## config.mk

```make
export PLATFORM = sky130hd
export DESIGN_NAME = swpc_seglen
export DESIGN_NICKNAME = d
export VERILOG_FILES = /design/src/rtl/core/sliding_window_progress_check_core_defines.svh /design/src/rtl/core/swpc_pkg.sv /design/src/rtl/core/swpc_isqrt.sv /design/src/rtl/core/swpc_seglen.sv
export SDC_FILE = /design/constraint.sdc
export NUM_CORES = 2
export LEC_CHECK = 0
export ABC_AREA = 1
export ABC_CLOCK_PERIOD_IN_PS = 19420
export BUFFER_PORTS_ARGS = -buffer_cell sky130_fd_sc_hd__buf_2
export CAP_MARGIN = 25
export CORE_MARGIN = 5
export CORE_UTILIZATION = 33
export CTS_CLUSTER_SIZE = 28
export DETAILED_ROUTE_END_ITERATION = 7
export PLACE_DENSITY = 0.49
export SLEW_MARGIN = 20
export SYNTH_ARGS = -nofsm -noshare
export SYNTH_HDL_FRONTEND = slang
export SYNTH_SLANG_ARGS = --single-unit
```

## constraint.sdc

```tcl
create_clock -name clock -period 19.42 [get_ports clock]
set_input_delay 0 -clock clock [delete_from_list [all_inputs] [get_ports clock]]
set_output_delay 0 -clock clock [all_outputs]
set_load 0.05 [all_outputs]
```

## src/rtl/core/sliding_window_progress_check_core_defines.svh

```systemverilog
// Assertion macros shared by the progress check RTL.
// Needs nothing else; included by the files that carry assertions.
`ifndef SLIDING_WINDOW_PROGRESS_CHECK_CORE_DEFINES_SVH
`define SLIDING_WINDOW_PROGRESS_CHECK_CORE_DEFINES_SVH

// Same-cycle implication, disabled during reset.
`define SWPC_ASSERT_NOW(name, clk, rst, ante, cons) \
   name: assert property (@(posedge clk) disable iff (rst) (ante) |-> (cons)) \
      else $error("swpc assertion failed");

// Next-cycle implication, disabled during reset.
`define SWPC_ASSERT_NEXT(name, clk, rst, ante, cons) \
   name: assert property (@(posedge clk) disable iff (rst) (ante) |=> (cons)) \
      else $error("swpc assertion failed");

`endif

```

## src/rtl/core/swpc_pkg.sv

```systemverilog
// Package for the sliding window progress check: sizes, codes, types.
// No dependencies; imported by every module of the block.
package swpc_pkg;

   localparam int WINDOW_MAX = 128;
   localparam int COORD_BITS = 24;

   localparam int LEN_BITS      = 8;
   localparam int MM_BITS       = 32;
   localparam int CSR_ADDR_BITS = 1;
   localparam int CSR_DATA_BITS = 32;

   localparam int SQ_BITS   = 2 * COORD_BITS;
   localparam int RAD_BITS  = 2 * COORD_BITS + 2;
   localparam int ROOT_BITS = COORD_BITS + 1;
   localparam int REM_BITS  = ROOT_BITS + 2;
   localparam int SQ_STEPS  = ROOT_BITS;
   localparam int STEP_BITS = $clog2(SQ_STEPS + 1);

   localparam int IDX_BITS  = $clog2(WINDOW_MAX);
   localparam int FILL_BITS = $clog2(WINDOW_MAX + 1);
   localparam int SUM_RAW   = ROOT_BITS + $clog2(WINDOW_MAX) + 1;
   localparam int SUM_BITS  = (SUM_RAW > MM_BITS) ? SUM_RAW : MM_BITS + 1;

   localparam int REQ_DATA_BITS = ((3 * COORD_BITS + 7) / 8) * 8;
   localparam int RSP_DATA_BITS = ((1 + MM_BITS + 7) / 8) * 8;

   // register indexes
   localparam logic [CSR_ADDR_BITS-1:0] REG_WINDOW_LEN = 1'd0;
   localparam logic [CSR_ADDR_BITS-1:0] REG_MIN_TRAVEL = 1'd1;

   localparam logic [LEN_BITS-1:0] WINDOW_LEN_RST = 8'd100;
   localparam logic [MM_BITS-1:0]  MIN_TRAVEL_RST = 32'd250;

   // request kinds
   localparam logic REQ_PUSH  = 1'b0;
   localparam logic REQ_CLEAR = 1'b1;

   typedef struct packed {
      logic signed [COORD_BITS-1:0] z;
      logic signed [COORD_BITS-1:0] y;
      logic signed [COORD_BITS-1:0] x;
   } pos_type;

   typedef struct packed {
      logic                 done;
      logic [ROOT_BITS-1:0] seg;
   } seg_res_type;

   typedef struct packed {
      logic                 push;
      logic                 clear;
      logic [ROOT_BITS-1:0] seg;
      logic [FILL_BITS-1:0] len;
   } win_cmd_type;

   typedef struct packed {
      logic                done;
      logic                full;
      logic [SUM_BITS-1:0] sum;
   } win_stat_type;

   // window length as used: zero counts as one, capped at the ring depth
   function automatic logic [FILL_BITS-1:0] eff_len(input logic [LEN_BITS-1:0] len);
      int unsigned v;
      v = len;
      if (v == 0) v = 1;
      if (v > WINDOW_MAX) v = WINDOW_MAX;
      return FILL_BITS'(v);
   endfunction

endpackage

```

## src/rtl/core/swpc_isqrt.sv

```systemverilog
// Digit-serial floor square root: two radicand bits in, one root bit out per cycle.
// Depends on swpc_pkg.
module swpc_isqrt import swpc_pkg::*; (
   input  logic                 clock,
   input  logic                 reset,
   input  logic                 start,
   input  logic [RAD_BITS-1:0]  radicand,
   output logic                 done,
   output logic [ROOT_BITS-1:0] root
);

   logic [RAD_BITS-1:0]  rad_ff, rad_in;
   logic [REM_BITS-1:0]  rem_ff, rem_in;
   logic [ROOT_BITS-1:0] root_ff, root_in;
   logic [STEP_BITS-1:0] cnt_ff, cnt_in;
   logic                 busy_ff, busy_in;
   logic                 done_ff, done_in;

   logic [REM_BITS-1:0] rem_sh;
   logic [REM_BITS-1:0] trial;
   logic                ge;

   always_comb begin
      rem_sh  = {rem_ff[REM_BITS-3:0], rad_ff[RAD_BITS-1 -: 2]};
      trial   = {root_ff, 2'b01};
      ge      = (rem_sh >= trial);
      rad_in  = rad_ff;
      rem_in  = rem_ff;
      root_in = root_ff;
      cnt_in  = cnt_ff;
      busy_in = busy_ff;
      done_in = 1'b0;
      if (start) begin
         rad_in  = radicand;
         rem_in  = '0;
         root_in = '0;
         cnt_in  = STEP_BITS'(SQ_STEPS);
         busy_in = 1'b1;
      end else if (busy_ff) begin
         rad_in  = {rad_ff[RAD_BITS-3:0], 2'b00};
         rem_in  = ge ? rem_sh - trial : rem_sh;
         root_in = {root_ff[ROOT_BITS-2:0], ge};
         cnt_in  = cnt_ff - 1'b1;
         if (cnt_ff == STEP_BITS'(1)) begin
            busy_in = 1'b0;
            done_in = 1'b1;
         end
      end
   end

   always_ff @(posedge clock) begin
      rad_ff  <= rad_in;
      rem_ff  <= rem_in;
      root_ff <= root_in;
      cnt_ff  <= cnt_in;
      if (reset) begin
         busy_ff <= 1'b0;
         done_ff <= 1'b0;
      end else begin
         busy_ff <= busy_in;
         done_ff <= done_in;
      end
   end

   assign done = done_ff;
   assign root = root_ff;

endmodule

```

## src/rtl/core/swpc_seglen.sv

```systemverilog
// Segment length unit: absolute deltas, shared squaring multiplier, then isqrt.
// Depends on swpc_pkg and swpc_isqrt.
module swpc_seglen import swpc_pkg::*; (
   input  logic        clock,
   input  logic        reset,
   input  logic        start,
   input  pos_type     cur,
   input  pos_type     prev,
   output seg_res_type res
);

   localparam logic [1:0] S_IDLE = 2'd0;
   localparam logic [1:0] S_MUL  = 2'd1;
   localparam logic [1:0] S_ROOT = 2'd2;
   localparam logic [1:0] S_WAIT = 2'd3;

   localparam logic [1:0] AX_X    = 2'd0;
   localparam logic [1:0] AX_Y    = 2'd1;
   localparam logic [1:0] AX_Z    = 2'd2;
   localparam logic [1:0] AX_LAST = 2'd3;

   function automatic logic [COORD_BITS-1:0] abs_diff(input logic [COORD_BITS-1:0] a,
                                                      input logic [COORD_BITS-1:0] b);
      logic [COORD_BITS:0] d;
      d = {a[COORD_BITS-1], a} - {b[COORD_BITS-1], b};
      if (d[COORD_BITS]) d = -d;
      return d[COORD_BITS-1:0];
   endfunction

   logic [1:0]            state_ff, state_in;
   logic [1:0]            step_ff, step_in;
   logic [COORD_BITS-1:0] dx_ff, dy_ff, dz_ff;
   logic [SQ_BITS-1:0]    prod_ff, prod_in;
   logic [RAD_BITS-1:0]   acc_ff, acc_in;
   logic [COORD_BITS-1:0] sel;
   logic                  root_go;
   logic                  root_done;
   logic [ROOT_BITS-1:0]  root_val;

   always_comb begin
      case (step_ff)
         AX_X:    sel = dx_ff;
         AX_Y:    sel = dy_ff;
         default: sel = dz_ff;
      endcase
      prod_in  = SQ_BITS'(sel) * SQ_BITS'(sel);
      acc_in   = acc_ff;
      step_in  = step_ff;
      state_in = state_ff;
      root_go  = 1'b0;
      case (state_ff)
         S_IDLE: begin
            if (start) begin
               step_in  = AX_X;
               state_in = S_MUL;
            end
         end
         S_MUL: begin
            acc_in  = (step_ff == AX_X) ? '0 : acc_ff + RAD_BITS'(prod_ff);
            step_in = step_ff + 1'b1;
            if (step_ff == AX_LAST) state_in = S_ROOT;
         end
         S_ROOT: begin
            root_go  = 1'b1;
            state_in = S_WAIT;
         end
         S_WAIT: begin
            if (root_done) state_in = S_IDLE;
         end
         default: state_in = S_IDLE;
      endcase
   end

   always_ff @(posedge clock) begin
      if (start && state_ff == S_IDLE) begin
         dx_ff <= abs_diff(cur.x, prev.x);
         dy_ff <= abs_diff(cur.y, prev.y);
         dz_ff <= abs_diff(cur.z, prev.z);
      end
      prod_ff <= prod_in;
      acc_ff  <= acc_in;
      step_ff <= step_in;
      if (reset) state_ff <= S_IDLE;
      else       state_ff <= state_in;
   end

   swpc_isqrt u_isqrt (
      .clock    (clock),
      .reset    (reset),
      .start    (root_go),
      .radicand (acc_ff),
      .done     (root_done),
      .root     (root_val)
   );

   assign res.done = root_done;
   assign res.seg  = root_val;

endmodule

```

* Word-level counts from Yosys, hierarchy flattened
Index checks and enable logic that the tools add are counted.
** Word-level totals
- Register bits :: 281
- Input port bits :: 147
- Word-level logic and storage cells :: 61
** Cells by class
- Equal/unequal tests :: 9
- Reduce and logical (&&, ||, !) cells :: 8
- Mux-type cells :: 18
- Order comparisons :: 1
- Add/subtract/negate cells :: 10
- Bitwise logic cells :: 1
- Multipliers :: 1
** Operators with widths (number)
- 2-to-1 mux 50 bit :: 2
- subtractor 24 x 24 -> 25 bit :: 3
- 2-to-1 mux 24 bit :: 3
- negator 24 bit :: 3
- adder 50 x 48 -> 50 bit :: 1
- multiplier 24 x 24 -> 48 bit :: 1
- case mux 24 bit (2 select lines) :: 1
- >= comparator 27 bit :: 1
- 2-to-1 mux 25 bit :: 1
- subtractor 25 bit :: 1
- 2-to-1 mux 2 bit :: 4
- case mux 2 bit (4 select lines) :: 1
- == test 2 bit (second input constant) :: 3
- == test 5 x 1 -> 1 bit (second input constant) :: 1
- 2-to-1 mux 1 bit :: 5
- subtractor 5 x 1 -> 5 bit (second input constant) :: 1
- == test 2 x 1 -> 1 bit (second input constant) :: 2
- logical NOT 2 bit :: 2
- != test 2 bit (second input constant) :: 2
- case mux 2 bit (2 select lines) :: 1
- nonzero test 2 bit :: 2
- AND reduction 3 bit :: 1
- OR reduction 3 bit :: 1
- adder 2 x 1 -> 2 bit (second input constant) :: 1
- 4 further kinds :: 4

* Logic depth before layout (Yosys ltp)
- Depth after elaboration :: 4
- Mapped depth :: 38

* Modules after synthesis
A second synthesis with hierarchy kept.
** Second synthesis, totals
- Cells, all modules :: 5485
- Area, all modules :: 39183.8 µm²
** By module, submodules not included
- swpc_seglen :: cells each 4617, sequential area each 4704.5 µm², times used 1, area each 32962.9 µm²
- swpc_isqrt :: cells each 868, sequential area each 2642.5 µm², times used 1, area each 6221.0 µm²

* Worst setup path after synthesis
No wires, ideal clock.
- Path type :: reg-to-reg
- Start point :: register step_ff[0]
- End point :: register prod_ff[46]
- Data required time :: 19.308 ns
- Setup time :: 0.112 ns
- Data arrival time :: 7.247 ns
- Slack :: 12.060 ns
- Cell stages (with the launch flop) :: 35
- Cell sequence :: edfxtp_1 ha_1 clkbuf_1 nor2_1 buf_2 a21oi_1 inv_1 clkbuf_1 nand2_1 fa_1 inv_1 fa_1 inv_1 fa_1 inv_1 fa_1 inv_1 fa_1 inv_1 fa_1 inv_1 fa_1 inv_1 ha_1 nand2_1 nor2_1 nand2_1 o21ai_0 nand2_1 nand2_1 nand2_1 o211ai_1 nand2_1 nand3_1 nand2_1
** Between the ends
- Cells in the longest elaborated chain, start to end :: 3
- Elaborated cells on any way between the ends :: 4
** RTL lines
- start, declared :: RTL line swpc_seglen.sv:31 : logic [1:0] step_ff, step_in;
- start signal, assigned :: RTL line swpc_seglen.sv:82 : step_ff <= step_in;
- == test 2 x 1 -> 1 bit / logical NOT 2 bit (equally long branches) :: RTL line swpc_seglen.sv:41 : case (step_ff)
- case mux 24 bit (2 select lines) (*) :: RTL line swpc_seglen.sv:41
- multiplier 24 x 24 -> 48 bit (*) :: RTL line swpc_seglen.sv:46 : prod_in = SQ_BITS'(sel) * SQ_BITS'(sel);
- named net prod_in[46] :: RTL line swpc_seglen.sv:33 : logic [SQ_BITS-1:0] prod_ff, prod_in;
- end signal, assigned :: RTL line swpc_seglen.sv:80 : prod_ff <= prod_in;
- end, declared :: RTL line swpc_seglen.sv:33
The timed path passes the listed nets; every way through them passes the cells marked *.
A chain may end at the register's enable or synchronous reset.

* Worst setup path in the final report
Ends and elaborated chain as after synthesis.

==> results.py <==
metrics = {
    "outcome": {
        "outcome": "finished clean",
    },
    "setup_path": {
        "cp.required_ns": 19.87,
        "worstPathArrival_ns": 9.17,
        "critPathTopFamily": "adder cells",
        "end_kind": "flop",
        "worst-path-max-fanout": 25,
        "crit_slowest_cell": "inv_1",
        "critPathLaunchType": "flop",
        "crit_buf_inv": 10,
        "critPathKind": "reg2reg",
        "max_stage_delay_ns": 0.70,
    },
    "timing": {
        "slew_headroom_pct": 31.1,
        "final.min_clock_period_ns": 8.72,
        "worst_pin_slew_ns": 1.03,
        "tns_ns": 0,
        "fin_skew_ns": 0.0194,
        "grt_setup_unrepaired": "no",
        "max_freq_mhz": 115,
        "setup_viol": 0,
        "hold_viol_final": 0,
        "fin_crit_sh_pct": 44.9,
        "slew_violations": 0,
    },
    "clock_network": {
        "post_cts_buffers": 0,
        "hold_buffers": 4,
        "clockBufferDepth": 3,
        "ctsResizeCount": 0,
        "cts.sinks": 280,
        "clk_pin_slew_ns": 0.06,
        "htree_levels": 2,
        "clockRootBuffer": "clkbuf_16",
        "worstSkewPairLatency_ns": 0.56,
        "cts_tree": "built",
        "cts_buffers": 34,
    },
    "final_layout": {
        "nets": 6227,
        "layout-drive-gt1-share_pct": 6.36,
        "area_growth_pct": 9.72,
    },
    "detailed_routing": {
        "dr_total_vias": 31682,
        "via_per_inst": 4.62,
        "drc": 0,
        "postRouteAntennaNets": 0,
        "drtIter0Drc": 1578,
        "post_drt_wl_per_cell_um": 15.6,
        "wl_um": 107000,
        "firstDrtPassIters": 6,
    },
    "yosys": {
        "async_reset_ff_share_pct": 0,
        "syn_inst": 5175,
        "synthTopCellsByCount": "nand2_1, inv_1, fa_1",
        "synth-edff-count": 174,
        "ys_types": 56,
        "synth_nets": 6082,
        "netlist.area_leader.share_pct": 22.4,
        "syn_area_um2": 38200,
        "yosys.area.top_type": "fa_1",
        "synthFlopType": "edfxtp_1",
        "ys_ff_latch": 280,
        "syn_area_per_cell_um2": 7.38,
        "ys_top_cells_by_area": "fa_1, edfxtp_1, nand2_1, inv_1, ha_1",
        "synth-warning-count": 0,
        "yosysMostFrequentCell": "nand2_1",
        "seq_area_frac_synth_pct": 19.2,
    },
    "placement": {
        "io_buffers": 172,
        "gp_congestion": 0.882,
        "hpwl_um": 90200,
    },
    "worst_hold_path": {
        "hold_class": "in2reg",
    },
    "grt": {
        "grt_use_total_pct": 17.6,
        "antenna_found_initial": 2,
        "grt_max_degree": 73,
        "grt_pass1_vias": 33100,
        "grt_remaining_overflow": 0,
        "grt_pass1_wl_um": 174000,
    },
    "floorplan": {
        "die_area_um2": 123000,
        "dieHeight_um": 350,
        "row_count": 124,
        "die_x_um": 350,
        "start_util_pct": 33.3,
        "core_um2": 115000,
        "ios": 173,
    },
    "run": {
        "drv_cap": 0,
    },
}
## through the flow
step	instance area, um^2	hold slack, ns	cells	util [%]	setup slack [ns]
CTS	41900	0.00825	6856	36.5	10.70
finish	41900	0.0121	6859	36.6	10.70
global placement	40700	0.333	6790	35.5	10.80
floorplan	38200	0.0785	5175	-	12.06
detailed placement	40700	0.320	6790	35.5	10.68
global route	41900	0.0256	6858	36.6	10.23
## placed cells by master, fill, tap and decap left out, drive strengths merged, types with 7 or more instances in the layout
cell	synthesis	layout
a21oi	277	277
nand3b	24	24
a22o	13	13
a21boi	7	7
o22ai	26	26
clkinv	1	10
xor2	84	84
nor4	7	7
buf	32	199
dfxtp	106	106
fa	428	428
o21bai	15	15
o21a	15	15
xnor2	43	43
or2	7	7
clkbuf	62	47
a31oi	26	26
ha	332	332
nand3	194	194
a21o	22	22
nor2	355	355
o21ai	183	183
nand4	45	45
nor3	34	34
o211ai	8	8
edfxtp	174	174
nand2	1391	1391
inv	1240	1245
## cell type report
cell class	instances	area (um^2)
Clock buffer	47	987
Clock inverter	15	111
Antenna cell	1	2.50
Multi-Input combinational cell	3560	25800
Inverter	1241	4660
Sequential cell	280	7350
Fill cell	12214	72700
Tap cell	1512	1890
Timing Repair Buffer	203	1130
## worst register-to-register path: cells and delay by family, from the launching register on
| family | cells | cell delay [ns] |
|---|---|---|
| buf+inv | 10 | 1.60 |
| fa+ha+maj | 9 | 4.33 |
| compound gates | 3 | 0.64 |
| flops | 1 | 0.43 |
| simple gates | 11 | 1.60 |
## registers in the layout (all words and copies together) (netlist names)
signal and cells:
acc_ff 50, dx_ff 24, dy_ff 24, dz_ff 24
prod_ff 47, state_ff 2, step_ff 2, u_isqrt.busy_ff 1
u_isqrt.cnt_ff 5, u_isqrt.done 1, u_isqrt.rad_ff 50, u_isqrt.rem_ff 25
u_isqrt.root 25
## cell families after synthesis
logic type,Yosys count,synth area share (%)
DFF,280,19.2
AOI/OAI and AO/OA,607,8.90
muxes,1,0.0295
and+or+nand+nor,2065,22.2
xor gates and xnor gates,127,3.02
buffers and inverters,1335,13.3
adders and majority gates,760,33.3
## final timing paths
check                      from                 end  slack (ns)  depth (start not counted)
max reg2reg          step_ff[0]         prod_ff[46]       10.70                         33
min                    prev[48]            dz_ff[0]        0.01                          3
max                  step_ff[0]         prod_ff[46]       10.70                         33
min reg2reg  u_isqrt.rem_ff[23]  u_isqrt.rem_ff[23]        0.46                          2
## per-layer routing
| metal | vias up | part of all wire, % | track usage [%] |
|---|---|---|---|
| met5 | - | 0.025 | 0 |
| met4 | 4 | 2.2 | 3.79 |
| met3 | 124 | 3.8 | 2.01 |
| met2 | 553 | 48 | 31.1 |
| met1 | 14824 | 46 | 23.4 |
| li1 | 16177 | - | - |
Power is not shown: default switching activity piles up to over one toggle a cycle in this logic, so the estimate is an artifact.
