--- src/rtl/core/sliding_window_progress_check_core_defines.svh ---
// Assertion macros shared by the progress check RTL.
// Needs nothing else; included by the files that carry assertions.
`ifndef SLIDING_WINDOW_PROGRESS_CHECK_CORE_DEFINES_SVH
`define SLIDING_WINDOW_PROGRESS_CHECK_CORE_DEFINES_SVH

// Same-cycle implication, disabled during reset.
`define SWPC_ASSERT_NOW(name, clk, rst, ante, cons) \
   name: assert property (@(posedge clk) disable iff (rst) (ante) |-> (cons)) \
      else $error("swpc assertion failed");

// Next-cycle implication, disabled during reset.
`define SWPC_ASSERT_NEXT(name, clk, rst, ante, cons) \
   name: assert property (@(posedge clk) disable iff (rst) (ante) |=> (cons)) \
      else $error("swpc assertion failed");

`endif

--- src/rtl/core/swpc_pkg.sv ---
// Package for the sliding window progress check: sizes, codes, types.
// No dependencies; imported by every module of the block.
package swpc_pkg;

   localparam int WINDOW_MAX = 128;
   localparam int COORD_BITS = 24;

   localparam int LEN_BITS      = 8;
   localparam int MM_BITS       = 32;
   localparam int CSR_ADDR_BITS = 1;
   localparam int CSR_DATA_BITS = 32;

   localparam int SQ_BITS   = 2 * COORD_BITS;
   localparam int RAD_BITS  = 2 * COORD_BITS + 2;
   localparam int ROOT_BITS = COORD_BITS + 1;
   localparam int REM_BITS  = ROOT_BITS + 2;
   localparam int SQ_STEPS  = ROOT_BITS;
   localparam int STEP_BITS = $clog2(SQ_STEPS + 1);

   localparam int IDX_BITS  = $clog2(WINDOW_MAX);
   localparam int FILL_BITS = $clog2(WINDOW_MAX + 1);
   localparam int SUM_RAW   = ROOT_BITS + $clog2(WINDOW_MAX) + 1;
   localparam int SUM_BITS  = (SUM_RAW > MM_BITS) ? SUM_RAW : MM_BITS + 1;

   localparam int REQ_DATA_BITS = ((3 * COORD_BITS + 7) / 8) * 8;
   localparam int RSP_DATA_BITS = ((1 + MM_BITS + 7) / 8) * 8;

   // register indexes
   localparam logic [CSR_ADDR_BITS-1:0] REG_WINDOW_LEN = 1'd0;
   localparam logic [CSR_ADDR_BITS-1:0] REG_MIN_TRAVEL = 1'd1;

   localparam logic [LEN_BITS-1:0] WINDOW_LEN_RST = 8'd100;
   localparam logic [MM_BITS-1:0]  MIN_TRAVEL_RST = 32'd250;

   // request kinds
   localparam logic REQ_PUSH  = 1'b0;
   localparam logic REQ_CLEAR = 1'b1;

   typedef struct packed {
      logic signed [COORD_BITS-1:0] z;
      logic signed [COORD_BITS-1:0] y;
      logic signed [COORD_BITS-1:0] x;
   } pos_type;

   typedef struct packed {
      logic                 done;
      logic [ROOT_BITS-1:0] seg;
   } seg_res_type;

   typedef struct packed {
      logic                 push;
      logic                 clear;
      logic [ROOT_BITS-1:0] seg;
      logic [FILL_BITS-1:0] len;
   } win_cmd_type;

   typedef struct packed {
      logic                done;
      logic                full;
      logic [SUM_BITS-1:0] sum;
   } win_stat_type;

   // window length as used: zero counts as one, capped at the ring depth
   function automatic logic [FILL_BITS-1:0] eff_len(input logic [LEN_BITS-1:0] len);
      int unsigned v;
      v = len;
      if (v == 0) v = 1;
      if (v > WINDOW_MAX) v = WINDOW_MAX;
      return FILL_BITS'(v);
   endfunction

endpackage

--- src/rtl/core/swpc_window.sv ---
// Segment window: ring of segment lengths, fill/head tracking, running sum
// with evictions one at a time via W_RD and W_SUB. Depends on swpc_pkg.
module swpc_window import swpc_pkg::*; (
   input  logic         clock,
   input  logic         reset,
   input  win_cmd_type  cmd,
   output win_stat_type stat
);

   localparam logic [1:0] W_IDLE = 2'd0;
   localparam logic [1:0] W_RD   = 2'd1;
   localparam logic [1:0] W_SUB  = 2'd2;

   localparam logic [IDX_BITS-1:0] IDX_TOP = IDX_BITS'(WINDOW_MAX - 1);

   logic [ROOT_BITS-1:0] seg_mem [WINDOW_MAX];
   logic [ROOT_BITS-1:0] rd_ff;

   logic [1:0]           state_ff, state_in;
   logic [FILL_BITS-1:0] fill_ff, fill_in;
   logic [IDX_BITS-1:0]  head_ff, head_in;
   logic [IDX_BITS-1:0]  ptr_ff, ptr_in;
   logic [FILL_BITS-1:0] cnt_ff, cnt_in;
   logic [SUM_BITS-1:0]  sum_ff, sum_in;
   logic                 done_ff, done_in;
   logic                 full_ff, full_in;

   logic [ROOT_BITS-1:0] seg_eff;
   logic [FILL_BITS-1:0] fill_inc, fill_new;
   logic [FILL_BITS:0]   drop;
   logic [IDX_BITS-1:0]  back;
   logic                 wr_en;

   always_comb begin
      seg_eff  = (fill_ff == '0) ? '0 : cmd.seg;
      fill_inc = (fill_ff < FILL_BITS'(WINDOW_MAX)) ? fill_ff + 1'b1 : fill_ff;
      fill_new = (fill_inc > cmd.len) ? cmd.len : fill_inc;
      drop     = {1'b0, fill_ff} + 1'b1 - {1'b0, fill_new};
      back     = IDX_BITS'(fill_new - 1'b1);

      state_in = state_ff;
      fill_in  = fill_ff;
      head_in  = head_ff;
      ptr_in   = ptr_ff;
      cnt_in   = cnt_ff;
      sum_in   = sum_ff;
      full_in  = full_ff;
      done_in  = 1'b0;
      wr_en    = 1'b0;

      case (state_ff)
         W_IDLE: begin
            if (cmd.clear) begin
               fill_in = '0;
               sum_in  = '0;
            end else if (cmd.push) begin
               wr_en   = 1'b1;
               fill_in = fill_new;
               sum_in  = sum_ff + SUM_BITS'(seg_eff);
               head_in = (head_ff == IDX_TOP) ? '0 : head_ff + 1'b1;
               full_in = (fill_new == cmd.len);
               // oldest segment still kept sits fill_new-1 slots behind the new one
               ptr_in  = (head_ff >= back) ? head_ff - back
                                           : IDX_BITS'({1'b0, head_ff} + (IDX_BITS+1)'(WINDOW_MAX)
                                                       - {1'b0, back});
               cnt_in  = drop[FILL_BITS-1:0];
               if (drop == '0) done_in = 1'b1;
               else            state_in = W_RD;
            end
         end
         W_RD: state_in = W_SUB;
         W_SUB: begin
            sum_in = sum_ff - SUM_BITS'(rd_ff);
            ptr_in = (ptr_ff == '0) ? IDX_TOP : ptr_ff - 1'b1;
            cnt_in = cnt_ff - 1'b1;
            if (cnt_ff == FILL_BITS'(1)) begin
               done_in  = 1'b1;
               state_in = W_IDLE;
            end else begin
               state_in = W_RD;
            end
         end
         default: state_in = W_IDLE;
      endcase
   end

   always_ff @(posedge clock) begin
      if (wr_en) seg_mem[head_ff] <= seg_eff;
      rd_ff <= seg_mem[ptr_ff];
   end

   always_ff @(posedge clock) begin
      ptr_ff  <= ptr_in;
      cnt_ff  <= cnt_in;
      full_ff <= full_in;
      if (reset) begin
         state_ff <= W_IDLE;
         fill_ff  <= '0;
         head_ff  <= '0;
         sum_ff   <= '0;
         done_ff  <= 1'b0;
      end else begin
         state_ff <= state_in;
         fill_ff  <= fill_in;
         head_ff  <= head_in;
         sum_ff   <= sum_in;
         done_ff  <= done_in;
      end
   end

   assign stat.done = done_ff;
   assign stat.full = full_ff;
   assign stat.sum  = sum_ff;

endmodule

--- config.mk ---
export PLATFORM = sky130hd
export DESIGN_NAME = swpc_window
export DESIGN_NICKNAME = d
export VERILOG_FILES = /design/src/rtl/core/sliding_window_progress_check_core_defines.svh /design/src/rtl/core/swpc_pkg.sv /design/src/rtl/core/swpc_window.sv
export SDC_FILE = /design/constraint.sdc
export NUM_CORES = 2
export LEC_CHECK = 0
export ABC_CLOCK_PERIOD_IN_PS = 7700
export BUFFER_PORTS_ARGS = -buffer_cell sky130_fd_sc_hd__buf_2
export CAP_MARGIN = 15
export CORE_MARGIN = 2
export CORE_UTILIZATION = 40
export DETAILED_ROUTE_END_ITERATION = 8
export PLACE_DENSITY = 0.62
export REMOVE_ABC_BUFFERS = 1
export SLEW_MARGIN = 20
export SYNTH_ARGS = -nofsm -noshare
export SYNTH_HDL_FRONTEND = slang
export SYNTH_SLANG_ARGS = --single-unit
--- constraint.sdc ---
create_clock -name clock -period 7.7 [get_ports clock]
set_input_delay 2.31 -clock clock [delete_from_list [all_inputs] [get_ports clock]]
set_output_delay 2.31 -clock clock [all_outputs]
set_load 0.005 [all_outputs]
**Yosys cells after proc, flatten, opt, wreduce, memory -nomap -nowiden**

Memories as Yosys holds them, arrays and structs flattened. A register that Yosys moved wholly into a read port is not among the register bits.
Cells that the tools add are included.

- Equality and inequality tests: 9
- Order comparisons: 3
- Multiplexer cells: 32
- Reductions and logical operators: 11
- Bitwise gates (word level): 1
- Add/sub/neg operators: 12

Operators by type and width:

| cell | count |
|---|---|
| 33-bit two-way mux | 2 |
| 33-bit case mux with 2 select lines | 1 |
| 8-bit two-way mux | 6 |
| 7-bit two-way mux | 5 |
| 33-bit by 25-bit adder with 33-bit output | 1 |
| 33-bit by 25-bit subtractor with 33-bit output | 1 |
| 25-bit two-way mux | 1 |
| 8-bit case mux with 2 select lines | 1 |
| 7-bit by 1-bit adder with 7-bit output, second input constant | 2 |
| 7-bit case mux with 2 select lines | 1 |
| 7-bit by 1-bit subtractor with 7-bit output, second input constant | 2 |
| 7-bit subtractor | 2 |
| 1-bit two-way mux | 10 |
| 8-bit by 1-bit adder with 9-bit output, second input constant | 1 |
| 9-bit zero test | 1 |
| 3-bit AND reduction | 3 |
| 9-bit by 8-bit subtractor with 9-bit output | 1 |
| 8-bit by 1-bit adder with 8-bit output, second input constant | 1 |
| 8-bit by 1-bit equality test with 1-bit output, second input constant | 1 |
| 8-bit equality test | 1 |
| 8-bit > comparator | 1 |
| 8-bit zero test | 1 |
| 8-bit less-than comparator, second input constant | 1 |
| 8-bit by 1-bit subtractor with 8-bit output, second input constant | 1 |
| 14 further kinds | 20 |

- Register bits after elaboration: 67
- Input port bits: 37
- RAM bits: 3200
- Memories kept: 1

Memories:

| memory | words | bits a word | rd ports | clocked after memory_dff | write ports | RTL line | text |
|---|---|---|---|---|---|---|---|
| seg_mem | 128 | 25 | 1 | 1 | 1 | swpc_window.sv:16 | `logic [ROOT_BITS-1:0] seg_mem [WINDOW_MAX];` |

**Depth between registers and ports, before layout**

- Word-level depth: 10
- Depth in mapped cells: 22
- Gate-level depth less buffers: 21

**Worst setup path after synthesis**

OpenSTA, ideal clock, no wires.

- Path kind: input -> register
- Start: input cmd[18] in the netlist's numbering
- End: register sum_ff[32]
- Arrival time: 6536 ps
- Stages: 11
- Path buffers: 1
- Setup time: 95 ps
- Slack: 1069 ps
- Cell sequence: and2_1 ha_1 clkbuf_1 a21o_1 a31o_2 or3_1 o22ai_1 a21oi_1 a41oi_1 o21ai_0 a221oi_1

- Word-level cells in the longest chain between the ends: 5

Ends and longest elaborated chain:

| element | RTL line | text |
|---|---|---|
| start: declaration | swpc_window.sv:6 | `input win_cmd_type cmd,` |
| 25-bit two-way mux | swpc_window.sv:35 | `seg_eff = (fill_ff == '0) ? '0 : cmd.seg;` |
| 33-bit by 25-bit adder with 33-bit output | swpc_window.sv:59 | `sum_in = sum_ff + SUM_BITS'(seg_eff);` |
| 33-bit two-way mux | swpc_window.sv:56 | `end else if (cmd.push) begin` |
| 33-bit two-way mux | swpc_window.sv:53 | `if (cmd.clear) begin` |
| 33-bit case mux with 2 select lines | swpc_window.sv:51 | `case (state_ff)` |
| end signal: assignment | swpc_window.sv:106 | `sum_ff <= sum_in;` |
| end: declaration | swpc_window.sv:24 | `logic [SUM_BITS-1:0] sum_ff, sum_in;` |

Every way passes these cells. The select of a mux whose other input is x is not followed.
A chain may end at the register's enable or synchronous reset.

**Worst setup path after layout**

- Start: input cmd[2] in the netlist's numbering
- End: register state_ff[0]

- Word-level cells in the longest chain between the ends: 6

Ends and longest elaborated chain:

| element | RTL line | text |
|---|---|---|
| 8-bit > comparator | swpc_window.sv:37 | `fill_new = (fill_inc > cmd.len) ? cmd.len : fill_inc;` |
| 8-bit two-way mux (*) | swpc_window.sv:37 |  |
| 9-bit by 8-bit subtractor with 9-bit output (*) | swpc_window.sv:38 | `drop = {1'b0, fill_ff} + 1'b1 - {1'b0, fill_new};` |
| 9-bit zero test (*) | swpc_window.sv:67 | `if (drop == '0) done_in = 1'b1;` |
| 2-bit inequality test (no line) (*) | - |  |
| 3-bit AND reduction (no line) (*) | - |  |
| end signal: assignment | swpc_window.sv:103 | `state_ff <= state_in;` |
| end: declaration | swpc_window.sv:19 | `logic [1:0] state_ff, state_in;` |

Every way passes the cells marked *; elsewhere a longest branch is shown, timed or not.

==> results.toml <==
[setup_path]
crit_chain = "buf_2 > inv_1 > ha_1 > and4b_1 > a211oi_1 > o221ai_1 > o21ai_1 > buf_4 > mux2_2 > ha_1 > inv_1 > ha_1 > fa_1 > a21o_1 > a21oi_1 > o21bai_1 > a21oi_1 > xnor2_1 > or3_1 > a31oi_1 > nor4_1"
endpoint_kind = "flip-flop"
worst-path-buf-inv = 4
critPathMaxStageDelay_ns = 0.46
cp_max_fo = 12
rr_startpoint = "fill_ff[0]$_SDFFE_PP0P_"
crit_type = "in -> reg"
rr_worst_depth = 22
crit_path_start_kind = "input pin"
crit_slowest_cell = "fa_1"
startpoint = "cmd[2]"
worstPathRequired_ns = 8.39
crit_top_cell = "ha_1"
cp_top_family = "compound AO/OA/AOI/OAI gates"
arrival_ns = 6.56
worst-path-stages = 21

[global_routing]
grt_pass1_wl_microns = 473000
grt.total_usage_pct = 20.0
antenna_found_initial = 23
grt-ovfl-total = 0
grt_max_degree = 116
first_global_vias = 62435

[routing]
drc = 0
routed_wl_microns = 333000
dr.first_iter.drc_count = 8171
dr.pass1.iters = 7
drtAntennaViolNets = 0
vias_per_cell = 5.87
vias = 62290
routedWlPerCell_microns = 31.4

[timing]
min_period_ns = 5.86
max_freq_mhz = 171
final-setup-viol-count = 0
grt_setup_unrepaired = "no"
finalMaxSlewViolations = 0
final-hold-violation-count = 0
tightest_slew_ns = 1.18
hold-worst-slack_ns = 0.545
skew_ns = 0.0672
slew_headroom_pct = 21.2
fin_crit_sh_pct = 76.2

[run]
cap_violations = 0

[die]
die_h_microns = 573
die_x_microns = 573
coreArea_sq_um = 323000
start_util_pct = 40.1
io_pins = 72
dieArea_sq_um = 329000
rows = 209

[synth]
syn_area_sq_um = 130000
synth_warnings = 0
synth-async-reset-ratio_pct = 0
dominantRegCellSynth = "edfxtp_1"
synth-edff-count = 3216
ys_types = 72
syn_area_per_cell_sq_um = 22.5
ys_ff_latch = 3292
synthCells = 5775
ys_seq_area_share_pct = 75.6

[hold_path]
min_from = "rd_ff[0]$_DFF_P_"
holdPathStages = 2
hp-class = "reg -> reg"

[clock_network]
insertion_delay_ns = 0.90
cts_resized = 0
cts_buffer_depth = 4
cts_tree = "built"
numCtsBuffers = 320
cts_hold_buf = 0
clk_pin_slew_ns = 0.06
cts_max_level = 5
cts_root_buf = "clkbuf_16"
cts_setup_buffers = 0
cts_sinks = 3292

[power_and_ir_drop]
pwr-share-seq_pct = 47.2
p_switching_w = 0.0107
p_per_area_nw_per_um2 = 288
p_leak_nw = 45.6
vdd_drop_max_mv = 0.166
p_clk_share_pct = 36.8
p_int_w = 0.0317
comb_power_share_pct = 16.0
p_sw_share_pct = 25.3

[layout]
drive_gt1_share_pct = 30.1
fin_cells = 10612
nets = 6164
finalCoreUtilization_pct = 45.6
final_common_cell = "edfxtp_1"
final_cell_mix = "edfxtp_1, mux4_2, clkbuf_16"
syn_to_final_growth_pct = 13.6

[run_status]
status = "completed"

[placed_design]
placed_cells = 10028
io_buffers = 71
gp_congestion = 0.875
dp_hpwl_microns = 193000
==> routing by layer <==
layer  vias up  track usage (%)  routed length (microns)
met5         -                0                       32
met4         4             6.11                    10400
met3       455             3.44                    27000
met2      2823             31.3                   157000
met1     33917             28.8                   139000
li1      25091                -                        -
==> worst reg2reg max path, stage by stage (launching register included) <==
cell and delay, ns:
dfxtp_1 0.48, ha_1 0.24, nand2b_1 0.10, xnor2_1 0.41, ha_1 0.36, and4b_1 0.22
a211oi_1 0.24, o221ai_1 0.14, o21ai_1 0.09, buf_4 0.23, mux2_2 0.40, ha_1 0.29
inv_1 0.04, ha_1 0.21, fa_1 0.46, a21o_1 0.18, a21oi_1 0.24, o21bai_1 0.10
a21oi_1 0.17, xnor2_1 0.11, or3_1 0.38, a31oi_1 0.17, nor4_1 0.07
==> cells by family (layout without fill, tap and decap cells) <==
logic type / after synthesis / after routing / share of synthesized area (%)
buffers and inverters: 379 / 884 / 1.25
adders and majority gates: 87 / 87 / 0.862
AOI/OAI and AO/OA: 336 / 336 / 1.76
xor gates and xnor gates: 84 / 84 / 0.567
DFF: 3292 / 3292 / 75.6
muxes: 1089 / 1089 / 18.1
and+or+nand+nor: 508 / 508 / 1.82
other: 0 / 7 / 0
==> cell usage after synthesis, types with 29 or more instances <==
cell / n / share of area [%]
a211oi_1: 29 / 0.17
a21oi_1: 82 / 0.32
and2_1: 37 / 0.18
buf_2: 85 / 0.33
clkbuf_1: 167 / 0.48
dfxtp_1: 76 / 1.2
edfxtp_1: 3216 / 74
ha_1: 83 / 0.80
inv_1: 70 / 0.20
mux2i_1: 66 / 0.51
mux4_2: 1006 / 17
nand2_1: 100 / 0.29
nand3_1: 29 / 0.11
nor2_1: 214 / 0.62
o21ai_0: 50 / 0.19
xnor2_1: 57 / 0.38
==> registers in the layout, indices dropped and copies added, names as in the netlist <==
signal	flops
state_ff	2
done_ff	1
fill_ff	8
sum_ff	33
head_ff	7
rd_ff	25
cnt_ff	8
ptr_ff	7
seg_mem	3200
full_ff	1
==> stage by stage <==
stage	setup WS (ns)	TNS [ns]	area, sq um	total power [W]
floorplan	-25.69	-800.84	128000	0.0283
global placement	0.929	0	136000	0.0272
detailed placement	1.01	0	137000	0.0272
CTS	1.91	0	147000	0.0427
global route	1.58	0	147000	0.0437
finish	1.84	0	147000	0.0425
==> cell type report <==
| type | count | area [sq um] |
|---|---|---|
| clock inverters | 179 | 1910 |
| well taps | 4325 | 5410 |
| flip-flops and latches | 3292 | 98100 |
| diodes | 7 | 17.5 |
| repair buffers | 249 | 2380 |
| clock buffers | 383 | 8390 |
| fillers | 26557 | 176000 |
| inverters | 73 | 275 |
| multi-input cells | 2104 | 30900 |
==> power groups by stage <==
stage / Sequential, W / Combinational [W] / Clock [W]
4_1_cts: 0.0201 / 0.00680 / 0.0159
3_3_place_gp: 0.0204 / 0.00672 / 0
3_5_place_dp: 0.0204 / 0.00678 / 0
5_1_grt: 0.0201 / 0.00710 / 0.0166
2_1_floorplan: 0.0211 / 0.00722 / 0
6_report: 0.0201 / 0.00679 / 0.0156
==> final timing paths <==
kind                              endpoint  slack, ns
hold reg to reg     sum_ff[0]$_SDFFE_PP0P_       0.55
setup reg to reg  state_ff[0]$_SDFFE_PP0P_       2.16
setup / recovery  state_ff[0]$_SDFFE_PP0P_       1.84
hold / removal      sum_ff[0]$_SDFFE_PP0P_       0.55
No activity file was read; power rests on OpenSTA's default activity.
